## src/rtl/core/segi_pkg.sv

```systemverilog
// Shared types and constants for the segment intersection unit.
// No dependencies; every other file refers to it by scoped names.
package segi_pkg;

  localparam int COORD_BITS_DEF = 16;
  localparam int FRAC_BITS_DEF  = 16;
  localparam int TOL_BITS       = 20;
  localparam int OUT_BITS       = 32;

  typedef enum logic [1:0] {
    KIND_NONE    = 2'd0,
    KIND_POINT   = 2'd1,
    KIND_SEGMENT = 2'd2
  } kind_t;

endpackage

```

## src/rtl/core/segi_classify.sv

```systemverilog
// Classification: tolerance sign tests, box tests, collinear ordering and
// the numerators for the crossing point. Two register stages. Uses segi_pkg.
module segi_classify #(
  parameter int COORD_BITS = segi_pkg::COORD_BITS_DEF
) (
  input  logic                                  clk,
  input  logic                                  rst_n,
  input  logic                                  en,
  input  logic                                  in_valid,
  input  logic signed [COORD_BITS-1:0]          in_pt [8],
  input  logic signed [2*COORD_BITS+1:0]        in_cross [5],
  input  logic signed [COORD_BITS:0]            in_rx,
  input  logic signed [COORD_BITS:0]            in_ry,
  input  logic [segi_pkg::TOL_BITS-1:0]         tol,
  output logic                                  out_valid,
  output segi_pkg::kind_t                       out_kind,
  output logic                                  out_hit,
  output logic                                  out_den_zero,
  output logic [1:0]                            out_neg,
  output logic signed [COORD_BITS-1:0]          out_pts [4],
  output logic [3*COORD_BITS+2:0]               out_num [2],
  output logic [2*COORD_BITS+1:0]               out_den
);

  localparam int TB  = segi_pkg::TOL_BITS;
  localparam int DW  = COORD_BITS + 1;
  localparam int XW  = 2 * COORD_BITS + 2;
  localparam int NPW = XW + DW;
  localparam int CMW = (XW > TB ? XW : TB) + 2;
  localparam int EW  = (COORD_BITS > TB ? COORD_BITS : TB) + 3;

  typedef logic signed [COORD_BITS-1:0] crd_t;

  function automatic logic pt_before(input crd_t px, input crd_t py,
                                     input crd_t qx, input crd_t qy);
    logic res;
    if (px != qx) begin
      res = px < qx;
    end else begin
      res = py < qy;
    end
    return res;
  endfunction

  function automatic logic in_box(input crd_t ex, input crd_t ey, input crd_t fx,
                                  input crd_t fy, input crd_t px, input crd_t py,
                                  input logic [TB-1:0] t);
    logic signed [EW-1:0] lx, hx, ly, hy, pxe, pye, te;
    lx  = (ex < fx) ? EW'(ex) : EW'(fx);
    hx  = (ex < fx) ? EW'(fx) : EW'(ex);
    ly  = (ey < fy) ? EW'(ey) : EW'(fy);
    hy  = (ey < fy) ? EW'(fy) : EW'(ey);
    pxe = EW'(px);
    pye = EW'(py);
    te  = EW'({1'b0, t});
    return (pxe >= lx - te) && (pxe <= hx + te) && (pye >= ly - te) && (pye <= hy + te);
  endfunction

  // stage 4
  logic              v4_r;
  logic [3:0]        pos_r, neg_r, box_r;
  logic [3:0]        pos_nxt, neg_nxt, box_nxt;
  crd_t              pt4_r [8];
  crd_t              srt_r [8];
  crd_t              srt_nxt [8];
  logic [XW-1:0]     d3m_r, denm_r;
  logic [DW-1:0]     rxm_r, rym_r;
  logic [1:0]        neg4_r;
  logic              dz4_r;
  logic [TB-1:0]     tol4_r;
  logic signed [CMW-1:0] tol_c, cr_c;

  always_comb begin
    tol_c = CMW'({1'b0, tol});
    for (int i = 0; i < 4; i++) begin
      cr_c       = CMW'(in_cross[i]);
      pos_nxt[i] = cr_c > tol_c;
      neg_nxt[i] = cr_c < -tol_c;
    end
    box_nxt[0] = in_box(in_pt[0], in_pt[1], in_pt[2], in_pt[3], in_pt[4], in_pt[5], tol);
    box_nxt[1] = in_box(in_pt[0], in_pt[1], in_pt[2], in_pt[3], in_pt[6], in_pt[7], tol);
    box_nxt[2] = in_box(in_pt[4], in_pt[5], in_pt[6], in_pt[7], in_pt[0], in_pt[1], tol);
    box_nxt[3] = in_box(in_pt[4], in_pt[5], in_pt[6], in_pt[7], in_pt[2], in_pt[3], tol);
    // order each segment's endpoints by x, then y
    for (int s = 0; s < 2; s++) begin
      if (pt_before(in_pt[4*s+2], in_pt[4*s+3], in_pt[4*s], in_pt[4*s+1])) begin
        srt_nxt[4*s]   = in_pt[4*s+2];
        srt_nxt[4*s+1] = in_pt[4*s+3];
        srt_nxt[4*s+2] = in_pt[4*s];
        srt_nxt[4*s+3] = in_pt[4*s+1];
      end else begin
        for (int i = 0; i < 4; i++) begin
          srt_nxt[4*s+i] = in_pt[4*s+i];
        end
      end
    end
  end

  always_ff @(posedge clk) begin
    if (!rst_n) begin
      v4_r <= 1'b0;
    end else if (en) begin
      v4_r <= in_valid;
    end
  end

  always_ff @(posedge clk) begin
    if (en) begin
      pos_r  <= pos_nxt;
      neg_r  <= neg_nxt;
      box_r  <= box_nxt;
      for (int i = 0; i < 8; i++) begin
        pt4_r[i] <= in_pt[i];
        srt_r[i] <= srt_nxt[i];
      end
      d3m_r  <= in_cross[2][XW-1] ? XW'(-in_cross[2]) : XW'(in_cross[2]);
      denm_r <= in_cross[4][XW-1] ? XW'(-in_cross[4]) : XW'(in_cross[4]);
      rxm_r  <= in_rx[DW-1] ? DW'(-in_rx) : DW'(in_rx);
      rym_r  <= in_ry[DW-1] ? DW'(-in_ry) : DW'(in_ry);
      neg4_r[0] <= in_cross[2][XW-1] ^ in_rx[DW-1] ^ in_cross[4][XW-1];
      neg4_r[1] <= in_cross[2][XW-1] ^ in_ry[DW-1] ^ in_cross[4][XW-1];
      dz4_r  <= in_cross[4] == '0;
      tol4_r <= tol;
    end
  end

  // stage 5
  logic              v5_r;
  segi_pkg::kind_t   kind_nxt, kind_r;
  logic              hit_nxt, hit_r;
  logic              dz5_r;
  logic [1:0]        neg5_r;
  crd_t              pts_nxt [4];
  crd_t              pts_r [4];
  logic [NPW-1:0]    num_r [2];
  logic [XW-1:0]     den5_r;
  logic [3:0]        zero4;
  crd_t              lo_x, lo_y, hi_x, hi_y;
  logic signed [EW-1:0] ndx, ndy, nte;
  logic              lo_near;

  always_comb begin
    zero4 = ~pos_r & ~neg_r;
    if (pt_before(srt_r[0], srt_r[1], srt_r[4], srt_r[5])) begin
      lo_x = srt_r[4];
      lo_y = srt_r[5];
    end else begin
      lo_x = srt_r[0];
      lo_y = srt_r[1];
    end
    if (pt_before(srt_r[2], srt_r[3], srt_r[6], srt_r[7])) begin
      hi_x = srt_r[2];
      hi_y = srt_r[3];
    end else begin
      hi_x = srt_r[6];
      hi_y = srt_r[7];
    end
    ndx     = EW'(lo_x) - EW'(hi_x);
    ndy     = EW'(lo_y) - EW'(hi_y);
    nte     = EW'({1'b0, tol4_r});
    lo_near = (ndx <= nte) && (ndx >= -nte) && (ndy <= nte) && (ndy >= -nte);

    kind_nxt = segi_pkg::KIND_NONE;
    hit_nxt  = 1'b0;
    for (int i = 0; i < 4; i++) begin
      pts_nxt[i] = '0;
    end
    if (zero4 == 4'hf) begin
      if (lo_near) begin
        kind_nxt   = segi_pkg::KIND_POINT;
        pts_nxt[0] = lo_x;
        pts_nxt[1] = lo_y;
      end else if (pt_before(lo_x, lo_y, hi_x, hi_y)) begin
        kind_nxt   = segi_pkg::KIND_SEGMENT;
        pts_nxt[0] = lo_x;
        pts_nxt[1] = lo_y;
        pts_nxt[2] = hi_x;
        pts_nxt[3] = hi_y;
      end
    end else if (zero4[0] && box_r[0]) begin
      kind_nxt   = segi_pkg::KIND_POINT;
      pts_nxt[0] = pt4_r[4];
      pts_nxt[1] = pt4_r[5];
    end else if (zero4[1] && box_r[1]) begin
      kind_nxt   = segi_pkg::KIND_POINT;
      pts_nxt[0] = pt4_r[6];
      pts_nxt[1] = pt4_r[7];
    end else if (zero4[2] && box_r[2]) begin
      kind_nxt   = segi_pkg::KIND_POINT;
      pts_nxt[0] = pt4_r[0];
      pts_nxt[1] = pt4_r[1];
    end else if (zero4[3] && box_r[3]) begin
      kind_nxt   = segi_pkg::KIND_POINT;
      pts_nxt[0] = pt4_r[2];
      pts_nxt[1] = pt4_r[3];
    end else if (((pos_r[0] && neg_r[1]) || (neg_r[0] && pos_r[1])) &&
                 ((pos_r[2] && neg_r[3]) || (neg_r[2] && pos_r[3]))) begin
      // proper crossing: base point a, offset comes from the divider
      kind_nxt   = segi_pkg::KIND_POINT;
      hit_nxt    = 1'b1;
      pts_nxt[0] = pt4_r[0];
      pts_nxt[1] = pt4_r[1];
    end
  end

  always_ff @(posedge clk) begin
    if (!rst_n) begin
      v5_r <= 1'b0;
    end else if (en) begin
      v5_r <= v4_r;
    end
  end

  always_ff @(posedge clk) begin
    if (en) begin
      kind_r <= kind_nxt;
      hit_r  <= hit_nxt;
      dz5_r  <= dz4_r;
      neg5_r <= neg4_r;
      for (int i = 0; i < 4; i++) begin
        pts_r[i] <= pts_nxt[i];
      end
      num_r[0] <= NPW'(d3m_r) * NPW'(rxm_r);
      num_r[1] <= NPW'(d3m_r) * NPW'(rym_r);
      den5_r   <= denm_r;
    end
  end

  assign out_valid    = v5_r;
  assign out_kind     = kind_r;
  assign out_hit      = hit_r;
  assign out_den_zero = dz5_r;
  assign out_neg      = neg5_r;
  assign out_pts      = pts_r;
  assign out_num      = num_r;
  assign out_den      = den5_r;

endmodule

```

## config.mk

```make
export PLATFORM = sky130hd
export DESIGN_NAME = segi_classify
export DESIGN_NICKNAME = d
export VERILOG_FILES = /design/src/rtl/core/segi_pkg.sv /design/src/rtl/core/segi_classify.sv
export SDC_FILE = /design/constraint.sdc
export NUM_CORES = 2
export LEC_CHECK = 0
export BUFFER_PORTS_ARGS = -buffer_cell sky130_fd_sc_hd__buf_2
export CORE_MARGIN = 1.5
export CORE_UTILIZATION = 58
export CTS_BUF_LIST = sky130_fd_sc_hd__clkbuf_8
export CTS_CLUSTER_DIAMETER = 60
export DETAILED_ROUTE_END_ITERATION = 10
export PLACE_DENSITY = 0.8
export SLEW_MARGIN = 20
export SYNTH_ARGS = -nofsm -noshare
export SYNTH_HDL_FRONTEND = slang
export SYNTH_SLANG_ARGS = --single-unit
```

## constraint.sdc

```tcl
create_clock -name clk -period 7.43 [get_ports clk]
set_input_delay 0.743 -clock clk [delete_from_list [all_inputs] [get_ports clk]]
set_output_delay 0.743 -clock clk [all_outputs]
set_load 0.05 [all_outputs]
```

# --- Word-level counts from Yosys, hierarchy flattened ---
# Memories as Yosys holds them, arrays and structs flattened.
# Index checks and enable logic that the tools add are counted.
totals:
  regBits: 345
  mem_bits_rw: 256
  mem_count: 2
classes:
  n_addsub: 16
  n_mul: 2
  magnitude_cmp: 42
  eq_ne: 6
  mux: 44
  bitwise: 9
  reduce_logical: 29
mem_list:
  columns: ["name", "words", "width", "rd", "rd_clocked_by_memory_dff", "write_ports", "line_no", "text"]
  rows:
  - ["pt4_r", 8, 16, 8, 0, 8, "segi_classify.sv:63", "crd_t pt4_r [8];"]
  - ["srt_r", 8, 16, 8, 0, 8, "segi_classify.sv:64", "crd_t srt_r [8];"]
ops:
  columns: ["cell", "n"]
  rows:
  - ["16-bit less-than comparator", 14]
  - ["32-bit 2-to-1 mux", 7]
  - ["64-bit 2-to-1 mux", 3]
  - ["16-bit by 23-bit greater-or-equal comparator with 1-bit output", 8]
  - ["16-bit by 23-bit less-or-equal comparator with 1-bit output", 8]
  - ["23-bit 2-to-1 mux", 8]
  - ["34-bit by 36-bit less-than comparator with 1-bit output", 4]
  - ["34-bit by 21-bit > comparator with 1-bit output", 4]
  - ["34-bit by 17-bit multiplier with 51-bit output", 2]
  - ["16-bit 2-to-1 mux", 6]
  - ["23-bit by 21-bit adder with 23-bit output", 4]
  - ["23-bit by 21-bit subtractor with 23-bit output", 4]
  - ["16-bit inequality test", 5]
  - ["34-bit negation", 2]
  - ["33-bit 2-to-1 mux", 2]
  - ["17-bit by 23-bit greater-or-equal comparator with 1-bit output", 2]
  - ["17-bit by 21-bit less-or-equal comparator with 1-bit output", 2]
  - ["20-bit negation with 36-bit output", 1]
  - ["34-bit logical NOT", 1]
  - ["17-bit negation", 2]
  - ["16-bit by 16-bit subtractor with 17-bit output", 2]
  - ["1-bit logical AND", 24]
  - ["20-bit negation with 23-bit output", 1]
  - ["1-bit 2-to-1 mux", 15]
  - ["other kinds (9)", 17]

# --- Longest topological paths before layout ---
# An unclocked memory read counts as a cell.
logic_depth:
  ltp_word: 14
  ltp_mapped: 40
  ltp_nobuf: 38

# --- Least setup slack after synthesis ---
# Ideal clock, no wire load.
synth_path:
  kind: "input to register"
  startpoint: "in in_pt[121] (netlist bit)"
  endpoint: "reg box_r[0] (data pin)"
  t_arrival_ns: 7.810
  required_time_ns: 7.298
  path_slack_ns: -0.512
  cell_stages: 35
  path_cell_list: "inv_1 > ha_1 > a21o_1 > a21o_1 > a21o_1 > a21o_1 > a21oi_1 > nor2_1 > a2111o_1 > nor2b_1 > a221oi_1 > clkbuf_1 > clkbuf_1 > o21ai_0 > ha_1 > fa_1 > a21oi_1 > nor2_1 > nor2_1 > o21bai_1 > a21oi_1 > o21ba_2 > o21ai_0 > o41ai_1 > o31ai_1 > a311o_1 > or2_2 > ha_1 > nand4_1 > or2_2 > nor4_1 > a21oi_1 > xor2_1 > a21oi_1 > o2111a_1"
synth_between:
  elab_chain_cells: 7
  word_cells_on_any_way: 10
  cone_classes: "add/sub: 2; order compare: 3; mux: 2; reduce/logical: 3"
synth_lines:
  columns: ["element", "line_no", "text"]
  rows:
  - ["start, declared", "segi_classify.sv:10", "input logic signed [COORD_BITS-1:0] in_pt [8],"]
  - ["16-bit less-than comparator", "segi_classify.sv:49, segi_classify.sv:50", null]
  - ["23-bit 2-to-1 mux, on equally long branches", "segi_classify.sv:49, segi_classify.sv:50", null]
  - ["23-bit by 21-bit subtractor with 23-bit output / 23-bit by 21-bit adder with 23-bit output (equally long branches)", "segi_classify.sv:56", "return (pxe >= lx - te) && (pxe <= hx + te) && (pye >= ly - te) && (pye <= hy + te);"]
  - ["16-bit by 23-bit greater-or-equal comparator with 1-bit output / 16-bit by 23-bit less-or-equal comparator with 1-bit output (equally long branches)", "segi_classify.sv:56", null]
  - ["1-bit logical AND * (3 in series)", "segi_classify.sv:56", null]
  - ["named net box_nxt[0]", "segi_classify.sv:62", "logic [3:0] pos_nxt, neg_nxt, box_nxt;"]
  - ["end signal, assigned", "segi_classify.sv:111", "box_r <= box_nxt;"]
  - ["end, declared", "segi_classify.sv:61", "logic [3:0] pos_r, neg_r, box_r;"]
# The timed path passes the listed nets; every way through them passes the cells marked *.
# A chain may end at the register's enable or synchronous reset.

==> impl_metrics.xml <==
<?xml version="1.0" encoding="UTF-8"?>
<metrics>
  <group name="synthesis">
    <metric name="synth_adder_area_share" unit="">0.4002</metric>
    <metric name="syn-num-nets" unit="">11810</metric>
    <metric name="synthArstFlopShare" unit="">0</metric>
    <metric name="synth-compound-area-share" unit="">0.1177</metric>
    <metric name="synth-edff-count" unit="">599</metric>
    <metric name="synthTopCellsByArea" unit="">fa_1 (22%), edfxtp_1 (21%), ha_1 (18%), inv_1 (5.5%), nand2_1 (4.9%)</metric>
    <metric name="synth_top_family_by_area" unit="">adder cells</metric>
    <metric name="synth-seq-area-share" unit="">0.2057</metric>
    <metric name="ys_dominant_reg_cell" unit="">edfxtp_1</metric>
    <metric name="post_synth_inst_count" unit="">9228</metric>
    <metric name="cell_taking_the_most_area_after_synthesis" unit="">fa_1</metric>
    <metric name="most_instantiated_cells_after_synthesis" unit="">inv_1 (1281), ha_1 (1254), nand2_1 (1155)</metric>
    <metric name="synth_warnings" unit="">0</metric>
    <metric name="synth_most_common_cell" unit="">inv_1</metric>
    <metric name="synth_top_cell_area_share" unit="">0.2211</metric>
    <metric name="yosys.area_share.xor_xnor" unit="">0.03668</metric>
    <metric name="synth_cell_types" unit="">78</metric>
    <metric name="synth_area" unit="µm²">87630</metric>
    <metric name="synth.area.mux_share" unit="">0.03288</metric>
    <metric name="post_synth_and_or_nand_nor_area_fraction" unit="">0.1374</metric>
    <metric name="ys_seq_elements" unit="">601</metric>
    <metric name="syn_avg_cell_area" unit="µm²">9.496</metric>
  </group>
  <group name="clock_tree">
    <metric name="cts.sink_count" unit="">601</metric>
    <metric name="max-clock-path-buffers" unit="">3</metric>
    <metric name="number_of_buffers_inserted_during_clock_tree_synthesis" unit="">113</metric>
    <metric name="clock_latency_on_the_worst_skew_pair" unit="ns">0.93</metric>
    <metric name="cts_tree" unit="">built</metric>
    <metric name="ctsHtreeMaxLevel" unit="">3</metric>
    <metric name="cts.root.buffer_cell" unit="">clkbuf_8</metric>
    <metric name="clkTransAtPathRegs" unit="ns">0.07</metric>
    <metric name="postCtsHoldBufs" unit="">0</metric>
  </group>
  <group name="global_route">
    <metric name="grt.total_usage" unit="">0.4155</metric>
    <metric name="grt_first_pass_wirelength" unit="µm">472900</metric>
    <metric name="antenna_found_initial" unit="">52</metric>
    <metric name="grt_max_degree" unit="">191</metric>
    <metric name="gr-total-overflow" unit="">0</metric>
    <metric name="grt_pass1_vias" unit="">78330</metric>
  </group>
  <group name="placement">
    <metric name="dp_cells" unit="">12330</metric>
    <metric name="placed_cell_area" unit="µm²">98860</metric>
    <metric name="gp_congestion" unit="">1.044</metric>
    <metric name="dpl_wire_length" unit="µm">253000</metric>
    <metric name="pre_cts_ws" unit="ns">-0.6930</metric>
    <metric name="placement.io_buffers" unit="">562</metric>
  </group>
  <group name="timing">
    <metric name="worst_pin_slew" unit="ns">1.192</metric>
    <metric name="fin_ws" unit="ns">-0.08165</metric>
    <metric name="finalSetupViolCount" unit="">52</metric>
    <metric name="final_period_minus_worst_setup_slack" unit="ns">7.512</metric>
    <metric name="clock.fmax" unit="MHz">133.1</metric>
    <metric name="maxSlewHeadroom" unit="">0.1828</metric>
    <metric name="setup_clock_skew_after_layout" unit="ns">0.08463</metric>
    <metric name="slew_violations" unit="">0</metric>
    <metric name="rsz_0062_raised_after_global_routing" unit="">yes</metric>
    <metric name="final.period_utilization" unit="">1.011</metric>
    <metric name="finalHoldViolCount" unit="">0</metric>
  </group>
  <group name="final_layout">
    <metric name="drive_above_1_share" unit="">0.1902</metric>
    <metric name="multiInputGateArea" unit="µm²">64440</metric>
    <metric name="stdcell_area" unit="µm²">103000</metric>
    <metric name="regArea" unit="µm²">18030</metric>
    <metric name="layout-area-overhead-vs-synth" unit="%">17.52</metric>
    <metric name="layout.cells.non_filler" unit="">12630</metric>
    <metric name="layout.core_utilization" unit="">0.6867</metric>
    <metric name="fill_cells" unit="">11540</metric>
    <metric name="nNetsFinal" unit="">13060</metric>
  </group>
  <group name="critical_path">
    <metric name="cp_data_arrival_time" unit="ns">8.19</metric>
    <metric name="setup.worst_path.start_class" unit="">flip-flop</metric>
    <metric name="crit_top_cell" unit="">a21o_1</metric>
    <metric name="critical_path_fanouts_max" unit="">17</metric>
    <metric name="crit_path_top_delay_cell" unit="">edfxtp_1</metric>
    <metric name="cp_data_required_time" unit="ns">8.11</metric>
    <metric name="worstSetupPathType" unit="">reg2reg</metric>
    <metric name="worst_reg_to_reg_cells" unit="">38</metric>
    <metric name="cp_slowest_stage_delay" unit="ns">0.40</metric>
    <metric name="crit_path_end_kind" unit="">flip-flop</metric>
  </group>
  <group name="drt">
    <metric name="avgRoutedWirePerCell" unit="µm">25.57</metric>
    <metric name="drtPass1Iterations" unit="">8</metric>
    <metric name="finalWirelength" unit="µm">323100</metric>
    <metric name="via_count_normalized_by_instance_count" unit="">6.160</metric>
    <metric name="detailedRoute.firstIterationViolations" unit="">8651</metric>
    <metric name="drt_drc_violations_left" unit="">0</metric>
    <metric name="via_count" unit="">77810</metric>
    <metric name="antenna_left" unit="">0</metric>
  </group>
  <group name="floorplanning">
    <metric name="dieWidth" unit="µm">391.7</metric>
    <metric name="floorplan.die_area" unit="µm²">153400</metric>
    <metric name="io-pin-count" unit="">563</metric>
    <metric name="core_area" unit="µm²">150000</metric>
    <metric name="die_y" unit="µm">391.7</metric>
    <metric name="start_util" unit="">0.5844</metric>
    <metric name="num_rows" unit="">142</metric>
  </group>
  <group name="min_path">
    <metric name="min_path_cells" unit="">1</metric>
    <metric name="min-delay-path-class" unit="">in2reg</metric>
  </group>
  <group name="outcome">
    <metric name="failed_checks" unit="">setup timing</metric>
    <metric name="outcome" unit="">finished, violations left</metric>
  </group>
  <group name="flow_run">
    <metric name="max_cap_viol_count" unit="">0</metric>
  </group>
</metrics>
==> cell families (layout without fill, tap and decap cells) <==
| family | count (synthesis) | in the layout |
|---|---|---|
| adder cells (fa/ha/maj) | 2222 | 2222 |
| other | 0 | 36 |
| multiplexers | 265 | 265 |
| flip-flops | 601 | 601 |
| AND/OR/NAND/NOR | 2520 | 2520 |
| XOR/XNOR | 367 | 367 |
| AO/OA/AOI/OAI | 1638 | 1638 |
| buffers and inverters | 1615 | 2967 |
==> cell usage in the layout (no fill, tap or decap), types with 22 or more instances in the layout <==
master,n
xnor2_1,254
ha_1,1245
buf_4,835
nand2_1,1155
buf_2,561
and2_1,296
clkbuf_8,113
nor2_4,28
nor4_1,38
nand3_1,93
edfxtp_1,599
o21ai_0,334
a21oi_1,472
o31ai_1,42
o22ai_1,33
nor2_1,281
o211ai_1,28
or3_1,27
a21o_1,254
nor2b_1,132
mux2i_1,76
o21a_1,148
nand4_1,154
fa_1,964
clkinv_1,22
nand2b_1,101
o21bai_1,35
buf_12,57
and3_1,31
xor2_1,108
a211oi_1,26
a31oi_1,27
inv_1,1298
diode_2,36
nor3_1,69
mux2_2,181
==> final timing paths <==
kind / from / endpoint / slack, ns
worst min-delay path: in_rx[0] / rxm_r[0] / 0.07
worst max register to register: srt_r[1][17] / out_pts[0] / -0.08
worst max-delay path: srt_r[1][17] / out_pts[0] / -0.08
worst min register to register: denm_r[18] / out_den[18] / 0.41
==> critical path: cells and delay by family (launching register included) <==
family,cells,cell delay [ns]
adders and majority gates,4,1.12
xor gates and xnor gates,1,0.12
muxes,1,0.21
AOI/OAI and AO/OA,15,2.52
and+or+nand+nor,6,1.23
buffers and inverters,11,1.60
DFF,1,0.40
==> layer usage <==
layer	GRT usage	up-vias	share of wire
met2	0.6394	4823	0.44
met3	0.1127	1115	0.12
met4	0.2242	16	0.065
li1	-	33860	-
met1	0.5328	38000	0.37
met5	0.005742	-	0.00068
==> repair_timing <==
| item | in CTS | in global routing |
|---|---|---|
| endpoints found under the setup margin | 69 | 93 |
| resized for setup | 39 | 174 |
| pin swaps | 22 | 57 |
| cloned | 1 | 6 |
| buffers inserted | 13 | 43 |
==> metrics by stage <==
step,hold slack (ns),setup TNS (ns)
2_1_floorplan,0.4003,0
3_3_place_gp,0.4021,-6.099
3_5_place_dp,0.4045,-26.42
4_1_cts,0.02362,0
5_1_grt,0.04240,-15.98
6_report,0.06917,-2.371
==> sequential cells by signal, indices dropped and copies added (netlist names) <==
register / cells
rym_r: 17
v4_r: 1
box_r: 4
pt4_r: 128
out_hit: 1
denm_r: 34
out_kind: 2
srt_r: 128
pos_r: 4
tol4_r: 20
out_neg: 2
dz4_r: 1
neg4_r: 2
out_den: 34
out_pts: 64
neg_r: 4
rxm_r: 17
out_valid: 1
out_den_zero: 1
d3m_r: 34
out_num: 102
==> final cells by class <==
cell class,instances,area share
clock inverter,98,0.009574
clock buffer,113,0.01510
antenna,36,0.0008748
multi-input combinational,7012,0.6257
sequential,601,0.1751
inverter,1282,0.04673
timing repair buffer,1474,0.1025
tap,2016,0.02449
Power is left out: the tool's default activity adds up to more than one toggle a clock period on the data nets, which glitch-free logic cannot reach.
